<file path="src/dpo_pkg.sv">
`default_nettype none

package dpo_pkg;

    // Coordinate width; radii are one bit narrower, pushes one bit wider
    localparam int CB      = 16;
    localparam int SQ_W    = 2 * CB;
    localparam int IDX_W   = $clog2(CB);
    localparam int IN_W    = 6 * CB - 2;
    localparam int IN_PAD  = ((IN_W + 7) / 8) * 8;
    localparam int OUT_W   = 3 * CB + 3;
    localparam int OUT_PAD = ((OUT_W + 7) / 8) * 8;

    // Payload carried alongside the square root chain
    typedef struct packed {
        logic          hit;
        logic [CB-1:0] rsum;
        logic [CB-1:0] adx;
        logic [CB-1:0] ady;
        logic          sx;
        logic          sy;
    } sq_pay_t;

    // Working state of the square root: remainder and partial root
    typedef struct packed {
        logic [SQ_W-1:0] n;
        logic [SQ_W-1:0] root;
    } sq_st_t;

    // Payload carried alongside the divider chain
    typedef struct packed {
        logic          hit;
        logic [CB-1:0] depth;
        logic [CB-1:0] span;
        logic          zd;
        logic          sx;
        logic          sy;
    } dv_pay_t;

    // Divider lanes: upper half is the partial remainder, lower half
    // shifts dividend bits out and quotient bits in
    typedef struct packed {
        logic [SQ_W-1:0] wx;
        logic [SQ_W-1:0] wy;
    } dv_lane_t;

    // Trial bit of square root cell idx, counted from the top digit
    function automatic logic [SQ_W-1:0] sq_bit(input logic [IDX_W-1:0] idx);
        logic [IDX_W-1:0] pos;
        pos = IDX_W'(CB - 1) - idx;
        return {{(SQ_W-1){1'b0}}, 1'b1} << {pos, 1'b0};
    endfunction

endpackage

`default_nettype wire

</file>
<file path="src/dpo_sqrt_cell.sv">
`default_nettype none

module dpo_sqrt_cell (
    input  wire logic                        aclk,
    input  wire logic                        aresetn,
    input  wire logic                        en,
    input  wire logic [dpo_pkg::IDX_W-1:0]   idx,
    input  wire logic                        vld_in,
    input  wire dpo_pkg::sq_pay_t            pay_in,
    input  wire dpo_pkg::sq_st_t             st_in,
    output logic                             vld_out,
    output dpo_pkg::sq_pay_t                 pay_out,
    output dpo_pkg::sq_st_t                  st_out
);
    import dpo_pkg::*;

    logic            vld_reg;
    sq_pay_t         pay_reg;
    sq_st_t          st_reg;
    sq_st_t          st_next;
    logic [SQ_W-1:0] bit_val;
    logic [SQ_W-1:0] trial;

    // Resolve one root digit
    always_comb begin
        bit_val = sq_bit(idx);
        trial   = st_in.root + bit_val;
        if (st_in.n >= trial) begin
            st_next.n    = st_in.n - trial;
            st_next.root = (st_in.root >> 1) + bit_val;
        end else begin
            st_next.n    = st_in.n;
            st_next.root = st_in.root >> 1;
        end
    end

    // Advance the chain
    always_ff @(posedge aclk) begin
        if (!aresetn) begin
            vld_reg <= 1'b0;
        end else if (en) begin
            vld_reg <= vld_in;
        end
    end

    always_ff @(posedge aclk) begin
        if (en) begin
            pay_reg <= pay_in;
            st_reg  <= st_next;
        end
    end

    assign vld_out = vld_reg;
    assign pay_out = pay_reg;
    assign st_out  = st_reg;

endmodule

`default_nettype wire

</file>
<file path="config.mk">
export PLATFORM = sky130hd
export DESIGN_NAME = dpo_sqrt_cell
export DESIGN_NICKNAME = d
export VERILOG_FILES = /design/src/dpo_pkg.sv /design/src/dpo_sqrt_cell.sv
export SDC_FILE = /design/constraint.sdc
export NUM_CORES = 1
export LEC_CHECK = 0
export BUFFER_PORTS_ARGS = -buffer_cell sky130_fd_sc_hd__buf_4
export CAP_MARGIN = 15
export CORE_ASPECT_RATIO = 1.4
export CORE_UTILIZATION = 33
export CTS_BUF_LIST = sky130_fd_sc_hd__clkbuf_2 sky130_fd_sc_hd__clkbuf_4 sky130_fd_sc_hd__clkbuf_8
export CTS_CLUSTER_SIZE = 16
export DETAILED_ROUTE_END_ITERATION = 8
export PLACE_DENSITY = 0.55
export SETUP_SLACK_MARGIN = 0.2
export SYNTH_ARGS = -nofsm -noshare
export SYNTH_HDL_FRONTEND = slang
export SYNTH_SLANG_ARGS = --single-unit
</file>
<file path="constraint.sdc">
create_clock -name aclk -period 14.03 [get_ports aclk]
set_input_delay 4.209 -clock aclk [delete_from_list [all_inputs] [get_ports aclk]]
set_output_delay 4.209 -clock aclk [all_outputs]
set_load 0.01 [all_outputs]
</file>
Yosys cells after proc, flatten, opt, wreduce, memory -nomap -nowiden
Index checks and enable logic that the tools add are counted.
{"block": "word_totals", "ff_bits": 116, "output_inout_bits": 116}
{"block": "op_classes", "n_addsub": 4, "n_lt_le_gt_ge": 1, "n_shift": 1, "n_mux": 1}
{"op": "two-way mux 64 bit", "count": 1}
{"op": "adder 31 x 32 -> 32 bit", "count": 1}
{"op": "adder 32 bit", "count": 1}
{"op": "greater-or-equal comparator 32 bit", "count": 1}
{"op": "left shift 1 x 5 -> 32 bit (first input constant)", "count": 1}
{"op": "subtractor 32 bit", "count": 1}
{"op": "subtractor 4 bit (first input constant)", "count": 1}

Logic depth before layout (Yosys ltp)
{"block": "depth", "word_depth": 5, "depth_mapped": 24, "mapped_depth_nobuf": 21}

Worst setup path after synthesis
No wires, ideal clock.
{"block": "synth_timing", "path_type": "input -> register", "from": "input port idx[1] (netlist bit)", "to": "register st_reg, in the netlist st_out[12] (data pin)", "setup_ns": 0.260, "t_arrival_ns": 8.754, "path_slack_ns": 5.015, "path_stages": 21, "path_buffers": 3, "cell_sequence": "clkbuf_1 > nand2b_1 > nor2_1 > ha_1 > and2_1 > a31oi_1 > a211o_1 > and2_1 > o21bai_1 > a21oi_1 > xor2_1 > ha_1 > nand4_1 > nor4_4 > o2111ai_2 > and4b_1 > o31a_1 > buf_6 > o21ai_4 > buf_12 > mux2_4"}
{"item": "start, declared", "line": "dpo_sqrt_cell.sv:7", "source": "input wire logic [dpo_pkg::IDX_W-1:0] idx,"}
{"item": "end signal, assigned", "line": "dpo_sqrt_cell.sv:49", "source": "st_reg <= st_next;"}
{"item": "end, declared", "line": "dpo_sqrt_cell.sv:19", "source": "sq_st_t st_reg;"}

==> flow_summary.yaml <==
floorplan:
  num_rows: 70
  start_util: 0.335
  die_x_um: 140
  die_height_um: 195
  ios: 239
  core-area_um2: 26100
  die_area_um2: 27200
synth:
  synth_top_cell_area_share: 0.394
  yosysSeqAreaShare: 0.397
  synth.cell_area_um2: 8760
  yosysWarnings: 0
  synth_cell_type_count: 70
  ys_seq_elements: 116
  synthTopCellsByArea: "edfxtp_1 (39%), ha_1 (8.9%), mux2_4 (6.2%), xnor2_1 (3.8%), nor2_1 (2.9%)"
  async_reset_ff_frac: 0
  synthCells: 852
  synth_edf_count: 115
  synth_fp_nets: 1038
  syn_avg_cell_area_um2: 10.3
  synthFlopType: "edfxtp_1"
  yosysTopAreaCell: "edfxtp_1"
route:
  drt_iter0_markers: 376
  first_pass_iters: 5
  final_antenna_net_count: 0
  avgRoutedWirePerCell_um: 17.5
  wl_um: 24800
  post-route-drc-count: 0
  vias: 7492
  avgViaCountPerCell: 5.29
worst_setup_path:
  rr_worst_depth: 2
  start_kind: "primary input"
  crit_type: "primary input to register"
  reg2reg_from: "vld_out$_SDFFE_PN0P_"
  end_kind: "register"
  crit_chain: "buf_4 -> nand2_1 -> nor2_1 -> ha_1 -> ha_1 -> a41o_1 -> a31oi_1 -> o31ai_1 -> nor2b_1 -> o21ai_0 -> a21bo_2 -> xor2_1 -> ha_1 -> nand4_1 -> nor4_4 -> o2111ai_2 -> and4b_1 -> o31a_1 -> o21ai_4 -> buf_4 -> mux2_2"
  critPathArrivalTime_ns: 10.08
  critical_path.startpoint: "idx[0]"
  reg2reg_to: "vld_out$_SDFFE_PN0P_"
  slowest_stage: "buf_4"
  worstPathRequired_ns: 14.23
  cpPeakStageDelay_ns: 0.61
  critPathMaxFanout: 35
  r2r_slack_ns: 13.43
  cp_common_cell: "ha_1"
place:
  hpwlAfterDp_um: 19500
  io_buffers: 238
  gp_congestion: 0.889
clock_network:
  clock_path_buffers: 2
  clk_pin_slew_worst_paths_ns: 0.07
  cts_tree: "yes"
  numCtsBuffers: 17
  cts_hold_buf: 0
  clock_latency_ns: 0.44
  cts-resized-gates: 0
  postCtsSetupRepairBufs: 0
  htree_num_levels: 4
  cts_sinks: 116
  root_buffer: "clkbuf_8"
layout:
  drive_above_1_share: 0.304
  area_delta_synth_final_pct: 27.3
  n_antenna_cell: 0
  utilization: 0.427
  fin_nets: 1268
run_status:
  status: "completed"
global_routing:
  antenna_found_initial: 0
  grt_usage: 0.184
  grt_max_degree: 68
  gr-total-overflow: 0
  grt_pass1_wl_um: 38900
  grt_pass1_vias: 7363
timing:
  fmax_mhz: 101
  tightestPinTransition_ns: 1.01
  finalSetupViolCount: 0
  final-hold-violation-count: 0
  setup-tns-final_ns: 0
  post-route-period-util: 0.704
  slew_violations: 0
  finClkSkew_ns: 0
  relSlewSlack: 0.324
  rsz0062_at_grt: "no"
  layout_min_cycle_time_ns: 9.88
  whs_ns: 0.535
pwr:
  p_leak_nw: 4.58
  p_total_mw: 1.09
  p_per_area_nw_per_um2: 97.6
  ir_drop_mv: 0.0587
job:
  maxCapViolCount: 0
worst_hold_path:
  min_path_cells: 2
  min_path_type: "register to register"
  min_from: "vld_out$_SDFFE_PN0P_"
  hold_end: "vld_out$_SDFFE_PN0P_"
[final cells by class]
class                      instances  area, um2
clock buffer                      18        241
inverter                          23       86.3
sequential                       116       3470
multi-input combinational        681       5000
fill                            2582      15000
clock inverter                    12        116
timing repair buffer             243       1820
tap                              324        405
[logic make-up after synthesis]
family                     synth area share
and+or+nand+nor                       0.154
DFF                                   0.397
AOI/OAI and AO/OA                     0.182
muxes                                0.0742
xor gates and xnor gates             0.0640
buffers and inverters                0.0324
adders and majority gates            0.0966
[layout by cell type (no fill, tap or decap), drive strengths merged, types with 20 or more instances in the layout]
master,count
a21oi,45
nand2,64
nor3,29
xor2,26
edfxtp,115
nor2,68
mux2,43
ha,62
a31oi,20
o21ai,39
a21o,24
nand3,26
xnor2,38
buf,243
inv,23
[registers in the layout, summed over array words and instances, names as in the netlist]
signal   cells
st_out      64
pay_out     51
vld_out      1
[layer usage]
metal	track usage	vias to the layer above	share of wire
met2	0.323	209	0.51
met3	0.0357	27	0.046
met1	0.223	3524	0.43
met4	0.0651	0	0.019
li1	-	3732	-
met5	0	-	0
[metrics by stage]
| step | worst slack, ns | instance area [um2] | instances |
|---|---|---|---|
| after floorplan | 5.02 | 8760 | 852 |
| after global placement | 3.76 | 10800 | 1387 |
| after detailed placement | 3.66 | 10800 | 1387 |
| after CTS | 4.18 | 11100 | 1417 |
| after global routing | 3.71 | 11100 | 1417 |
| final | 4.15 | 11100 | 1417 |
[worst max path at each step]
| stage | endpoint | slack (ns) | depth (start not counted) |
|---|---|---|---|
| floorplan | st_out[12]$_DFFE_PP_ | 5.02 | 21 |
| global placement | st_out[63]$_DFFE_PP_ | 3.76 | 21 |
| CTS | st_out[63]$_DFFE_PP_ | 4.18 | 21 |
| detailed placement | st_out[63]$_DFFE_PP_ | 3.66 | 21 |
| global route | st_out[63]$_DFFE_PP_ | 3.71 | 21 |
| finish | st_out[63]$_DFFE_PP_ | 4.15 | 21 |
[where the power goes]
part           total (mW)  leakage, nW  switching, mW  internal, mW
clock network       0.295        0.184          0.140         0.155
logic               0.355         3.26          0.183         0.172
registers           0.438         1.13         0.0107         0.427
[worst max-delay path, delay by kind of cell]
kind                     cells  cell delay [ns]
adder cells (fa/ha/maj)      3             0.84
XOR/XNOR                     1             0.14
AND/OR/NAND/NOR              6             1.41
multiplexers                 1             0.40
buffers and inverters        2             0.74
AO/OA/AOI/OAI                8             2.28
[Yosys cell counts, drive strengths merged, types with 4 or more instances]
| master | instances |
|---|---|
| a21o | 24 |
| and3 | 7 |
| or2 | 6 |
| nor4 | 11 |
| ha | 62 |
| xor2 | 26 |
| a311oi | 6 |
| a211oi | 17 |
| nand3b | 5 |
| and2 | 8 |
| maj3 | 5 |
| nor2 | 68 |
| nor2b | 10 |
| a211o | 4 |
| a41oi | 4 |
| o21a | 9 |
| o21bai | 8 |
| buf | 11 |
| nor3 | 29 |
| xnor2 | 38 |
| inv | 23 |
| o211ai | 18 |
| o21ai | 39 |
| mux2 | 43 |
| nand2 | 64 |
| nand2b | 8 |
| edfxtp | 115 |
| a31oi | 20 |
| a31o | 4 |
| nand3 | 26 |
| clkbuf | 21 |
| o31ai | 6 |
| nand4 | 10 |
| a21oi | 45 |
| or3 | 7 |
Note: power is estimated with default switching activity, not from simulation.
