### src/dpo_pkg.sv
`default_nettype none

package dpo_pkg;

    // Coordinate width; radii are one bit narrower, pushes one bit wider
    localparam int CB      = 16;
    localparam int SQ_W    = 2 * CB;
    localparam int IDX_W   = $clog2(CB);
    localparam int IN_W    = 6 * CB - 2;
    localparam int IN_PAD  = ((IN_W + 7) / 8) * 8;
    localparam int OUT_W   = 3 * CB + 3;
    localparam int OUT_PAD = ((OUT_W + 7) / 8) * 8;

    // Payload carried alongside the square root chain
    typedef struct packed {
        logic          hit;
        logic [CB-1:0] rsum;
        logic [CB-1:0] adx;
        logic [CB-1:0] ady;
        logic          sx;
        logic          sy;
    } sq_pay_t;

    // Working state of the square root: remainder and partial root
    typedef struct packed {
        logic [SQ_W-1:0] n;
        logic [SQ_W-1:0] root;
    } sq_st_t;

    // Payload carried alongside the divider chain
    typedef struct packed {
        logic          hit;
        logic [CB-1:0] depth;
        logic [CB-1:0] span;
        logic          zd;
        logic          sx;
        logic          sy;
    } dv_pay_t;

    // Divider lanes: upper half is the partial remainder, lower half
    // shifts dividend bits out and quotient bits in
    typedef struct packed {
        logic [SQ_W-1:0] wx;
        logic [SQ_W-1:0] wy;
    } dv_lane_t;

    // Trial bit of square root cell idx, counted from the top digit
    function automatic logic [SQ_W-1:0] sq_bit(input logic [IDX_W-1:0] idx);
        logic [IDX_W-1:0] pos;
        pos = IDX_W'(CB - 1) - idx;
        return {{(SQ_W-1){1'b0}}, 1'b1} << {pos, 1'b0};
    endfunction

endpackage

`default_nettype wire

### src/dpo_div_cell.sv
`default_nettype none

module dpo_div_cell (
    input  wire logic               aclk,
    input  wire logic               aresetn,
    input  wire logic               en,
    input  wire logic               vld_in,
    input  wire dpo_pkg::dv_pay_t   pay_in,
    input  wire dpo_pkg::dv_lane_t  lane_in,
    output logic                    vld_out,
    output dpo_pkg::dv_pay_t        pay_out,
    output dpo_pkg::dv_lane_t       lane_out
);
    import dpo_pkg::*;

    logic            vld_reg;
    dv_pay_t         pay_reg;
    dv_lane_t        lane_reg;
    dv_lane_t        lane_next;
    logic [CB:0]     tx;
    logic [CB:0]     ty;
    logic [CB:0]     dvs;
    logic            gx;
    logic            gy;
    logic [CB:0]     rx;
    logic [CB:0]     ry;

    // One restoring step per lane, shared divisor
    always_comb begin
        dvs = {1'b0, pay_in.span};
        tx  = {lane_in.wx[SQ_W-1:CB], lane_in.wx[CB-1]};
        ty  = {lane_in.wy[SQ_W-1:CB], lane_in.wy[CB-1]};
        gx  = (tx >= dvs);
        gy  = (ty >= dvs);
        rx  = gx ? tx - dvs : tx;
        ry  = gy ? ty - dvs : ty;
        lane_next.wx = {rx[CB-1:0], lane_in.wx[CB-2:0], gx};
        lane_next.wy = {ry[CB-1:0], lane_in.wy[CB-2:0], gy};
    end

    // Advance the chain
    always_ff @(posedge aclk) begin
        if (!aresetn) begin
            vld_reg <= 1'b0;
        end else if (en) begin
            vld_reg <= vld_in;
        end
    end

    always_ff @(posedge aclk) begin
        if (en) begin
            pay_reg  <= pay_in;
            lane_reg <= lane_next;
        end
    end

    assign vld_out  = vld_reg;
    assign pay_out  = pay_reg;
    assign lane_out = lane_reg;

endmodule

`default_nettype wire

### config.mk
export PLATFORM = sky130hd
export DESIGN_NAME = dpo_div_cell
export DESIGN_NICKNAME = d
export VERILOG_FILES = /design/src/dpo_pkg.sv /design/src/dpo_div_cell.sv
export SDC_FILE = /design/constraint.sdc
export NUM_CORES = 1
export LEC_CHECK = 0
export BUFFER_PORTS_ARGS = -buffer_cell sky130_fd_sc_hd__clkbuf_2
export CORE_MARGIN = 2
export CORE_UTILIZATION = 49
export DETAILED_ROUTE_END_ITERATION = 8
export PLACE_DENSITY_LB_ADDON = 0.1
export SLEW_MARGIN = 20
export SYNTH_ARGS = -nofsm -noshare
export SYNTH_HDL_FRONTEND = slang
export SYNTH_SLANG_ARGS = --single-unit
### constraint.sdc
create_clock -name aclk -period 2.8 [get_ports aclk]
set_input_delay 0.14 -clock aclk [delete_from_list [all_inputs] [get_ports aclk]]
set_output_delay 0.14 -clock aclk [all_outputs]
set_load 0.05 [all_outputs]
After elaboration in Yosys (flattened, before gate mapping):

Index checks and enable logic that the tools add are counted.

* register bits: 101
* word-level logic and storage cells: 15
* input port bits: 104
* output and inout port bits: 101

* mux-type cells: 2
* magnitude comparators: 2
* add/sub/neg operators: 2

Operators by type and width (count)
* >= comparator 17 x 16 -> 1 bit: 2
* 2-to-1 mux 16 bit: 2
* subtractor 16 bit: 2

Longest topological paths before layout:

* depth in word-level cells: 2
* gate-level depth with buffers: 11
* mapped depth without buffers: 9

Least setup slack after synthesis:

Ideal clock, no wire load.

* path kind: input port to flip-flop
* start: input port pay_in[4] (netlist bit)
* end: register lane_reg, in the netlist lane_out[58], data pin
* slack: 0.501 ns
* stages: 10
* buffers on the path: 2
* setup time: 0.260 ns
* arrival: 2.039 ns
* path through: inv_1 > ha_1 > nor2b_1 > o31a_1 > o31a_4 > o21ai_4 > o21a_1 > buf_6 > buf_8 > mux2_4

* word-level cells in the longest chain between the ends: 2
* elaborated cells between the ends (all ways): 3
* those cells by class: 1 x add/sub; 1 x order compare; 1 x mux

RTL lines
* start, declared: RTL line dpo_div_cell.sv:8 `input wire dpo_pkg::dv_pay_t pay_in,`
* subtractor 16 bit / >= comparator 17 x 16 -> 1 bit (equally long branches): RTL line dpo_div_cell.sv:35, dpo_div_cell.sv:33
* 2-to-1 mux 16 bit *: RTL line dpo_div_cell.sv:35 `rx = gx ? tx - dvs : tx;`
* via rx[10]: RTL line dpo_div_cell.sv:25 `logic [CB:0] rx;`
* end signal, assigned: RTL line dpo_div_cell.sv:53 `lane_reg <= lane_next;`
* end, declared: RTL line dpo_div_cell.sv:18 `dv_lane_t lane_reg;`

Mark *: on every way through the listed nets, which the timed path passes. The rest lies on a longest branch.
A chain may end at the register's enable or synchronous reset.

Worst setup path after layout:

* start: input port pay_in[5] (netlist bit)
* end: register lane_reg, in the netlist lane_out[50], data pin

Same word-level chain as after synthesis.

==> results.json <==
{
  "status": "finished clean",
  "ff2ff_path_depth": 2,
  "worst_pin_slew_ps": 470,
  "cp-start-kind": "primary input",
  "power_w": 0.00429,
  "multi_input_area_mm2": 0.00208,
  "fin_crit_sh_pct": 96.1,
  "arrival_ps": 2810,
  "synth.most_common_cell": "edfxtp_1",
  "drt_pass1_iterations": 4,
  "holdPathEnd": "pay_out[3]",
  "synth_common_cells": "edfxtp_1, ha_1, nand2_1, inv_1, o21ai_0",
  "rsz0062_at_grt": "false",
  "ys_seq_elements": 101,
  "cts_tree": "yes",
  "reg2reg_to": "vld_out",
  "nNetsFinal": 827,
  "ant_nets": 0,
  "path_cells": "dlygate4sd3_1 -> clkbuf_2 -> inv_1 -> ha_1 -> o21a_1 -> o31a_1 -> o31a_4 -> o21ai_4 -> o21a_1 -> buf_12 -> mux2_2",
  "grt_pass1_wl_um": 21700,
  "finalClockSkew_ps": 0,
  "cp_num_buf_inv": 4,
  "vias_per_cell": 5.31,
  "numCtsBuffers": 9,
  "clk_latency_ps": 370,
  "fin_tns_setup_ps": 0,
  "max_stage_delay_ps": 540,
  "rows": 37,
  "synth_ff_type": "edfxtp_1",
  "p_leak_nw": 3.25,
  "r2r-start": "vld_out",
  "crit_required_ps": 2920,
  "io_buffer_count": 204,
  "finalHoldViolCount": 0,
  "syn_inst": 413,
  "power_density_mw_per_mm2": 587,
  "hold_path_class": "in -> reg",
  "ys_seq_area_share_pct": 57.4,
  "fin_crit_ps": 2690,
  "regArea_mm2": 0.00302,
  "synth-edff-count": 100,
  "drv_slew": 0,
  "antenna_found_initial": 0,
  "first_global_vias": 4323,
  "fmax_mhz": 372,
  "grt_usage_pct": 24.7,
  "gp_congestion": 0.842,
  "dieHeight_um": 108,
  "grt_max_degree": 44,
  "drc": 0,
  "drtIter0Drc": 266,
  "netlist_area_mm2": 0.00527,
  "hp-start": "pay_in[3]",
  "grt-ovfl-total": 0,
  "ios": 205,
  "synth.avg_cell_area_um2": 12.8,
  "post-synth-top-area-cell": "edfxtp_1",
  "synth_nets": 551,
  "area_delta_synth_final_pct": 38.8,
  "fill_cells": 769,
  "peakVddDrop_mv": 0.313,
  "ys_warn_count": 0,
  "setup.worst_path.class": "in -> reg",
  "clock_power_share_pct": 21.9,
  "pwr-share-seq_pct": 44.2,
  "synth-async-reset-ratio_pct": 0,
  "routedWlPerCell_um": 17.3,
  "setup_viol": 0,
  "cp_slowest_cell": "dlygate4sd3_1",
  "clock-root-buffer": "clkbuf_8",
  "clkTransAtPathRegs_ps": 90,
  "cts_sinks": 101,
  "cap_violations": 0,
  "post_cts_buffers": 0,
  "core_area_mm2": 0.0104,
  "max_slew_margin_pct": 68.4,
  "hold-path-cell-count": 1,
  "synth.area.top_cells": "edfxtp_1, ha_1, o21ai_0",
  "p_sw_share_pct": 36.3,
  "p_int_w": 0.00273,
  "cp_top_family": "compound AO/OA/AOI/OAI gates",
  "finalWirelength_um": 14400,
  "clk_path_buf_depth": 2,
  "path_common_cell": "o21a_1",
  "synthDistinctLibCells": 67,
  "die_area_mm2": 0.0116,
  "drive_gt1_share_pct": 37.0,
  "r2r_slack_ps": 2210,
  "die_w_um": 108,
  "yosys.area.top_type_share_pct": 57.0,
  "vias": 4406,
  "htreeDepth": 3,
  "num_antenna_cells": 0,
  "p_sw_w": 0.00155,
  "endpoint_kind": "flip-flop",
  "cp_max_fo": 14,
  "dp_hpwl_um": 10400,
  "start_util_pct": 50.8,
  "share_comb_of_total_power_pct": 33.9
}
sequential cells by signal, indices dropped and copies added (netlist names):
signal and cells:
lane_out 64, pay_out 36, vld_out 1
how the worst max path moves through the flow:
stage	start	endpoint	slack, ps	cells after the start
6_report	pay_in[5]	lane_out[50]	110	11
4_1_cts	pay_in[5]	lane_out[50]	120	11
3_5_place_dp	pay_in[4]	lane_out[55]	150	10
2_1_floorplan	pay_in[4]	lane_out[58]	500	10
5_1_grt	pay_in[5]	lane_out[50]	20	11
3_3_place_gp	pay_in[4]	lane_out[50]	220	10
power groups by stage:
stage | registers, W | clock network (W) | logic, W
after floorplan | 0.00248 | 0 | 0.000450
after global placement | 0.00192 | 0 | 0.00136
after detailed placement | 0.00193 | 0 | 0.00137
after CTS | 0.00190 | 0.000950 | 0.00145
after global routing | 0.00191 | 0.00101 | 0.00155
final | 0.00190 | 0.000937 | 0.00145
cell usage in the layout, fill, tap and decap left out, types with 3 or more instances in the layout:
| cell type | instances |
|---|---|
| clkbuf_2 | 203 |
| edfxtp_1 | 100 |
| dlygate4sd3_1 | 65 |
| ha_1 | 32 |
| nand2_1 | 29 |
| inv_1 | 22 |
| a21oi_1 | 21 |
| o21ai_0 | 21 |
| a21o_1 | 12 |
| nor2_1 | 11 |
| a31oi_1 | 10 |
| nor3_1 | 10 |
| xnor2_1 | 10 |
| clkbuf_8 | 9 |
| nand3_1 | 8 |
| xor2_1 | 8 |
| nand4_1 | 7 |
| o21a_1 | 7 |
| nand2b_1 | 7 |
| mux2_2 | 7 |
| buf_4 | 7 |
| nor2b_1 | 4 |
| and3_1 | 4 |
| o41ai_1 | 4 |
| o31ai_1 | 4 |
| mux2i_1 | 4 |
| o211ai_1 | 4 |
| and3_2 | 3 |
| or3_1 | 3 |
| mux2_4 | 3 |
per-layer routing:
layer  wire [um]  up-vias  track usage [%]  part of all wire [%]
met5           0        -                0                     0
met4         136        0             6.32                  0.95
met3         912        9             5.02                   6.3
met2        7620      152             45.8                    53
met1        5720     2105             29.1                    40
li1            -     2140                -                     -
final cells by class:
| class | count | share of cell area, % |
|---|---|---|
| clock inverter | 5 | 0.822 |
| clock buffer | 11 | 1.80 |
| multi-input combinational | 277 | 28.4 |
| timing repair buffer | 277 | 24.1 |
| inverter | 23 | 1.18 |
| tap | 136 | 2.33 |
| sequential | 101 | 41.4 |
cell families after synthesis:
family / after synthesis / synth area share [%]
multiplexers: 15 / 3.33
AO/OA/AOI/OAI: 111 / 14.9
flip-flops: 101 / 57.4
AND/OR/NAND/NOR: 99 / 9.86
XOR/XNOR: 18 / 2.99
buffers and inverters: 35 / 3.16
adder cells (fa/ha/maj): 34 / 8.36
stage by stage:
step | utilization (%) | hold WS (ps) | area (um2) | instances | setup WS [ps]
after detailed placement | 62.3 | 319 | 6460 | 749 | 148
after global routing | 70.5 | 0.729 | 7310 | 830 | 23.8
final | 70.5 | 9.33 | 7310 | 830 | 108
after global placement | 62.3 | 317 | 6460 | 749 | 220
after CTS | 70.4 | 0.0413 | 7300 | 829 | 123
after floorplan | - | 239 | 5270 | 413 | 501
timing repair:
action	in CTS	in global routing
gates resized for setup	0	1
endpoints found under the setup margin	0	1
hold endpoints to repair	64	1
hold buffers	64	1
Note: power is estimated with default switching activity, not from simulation.
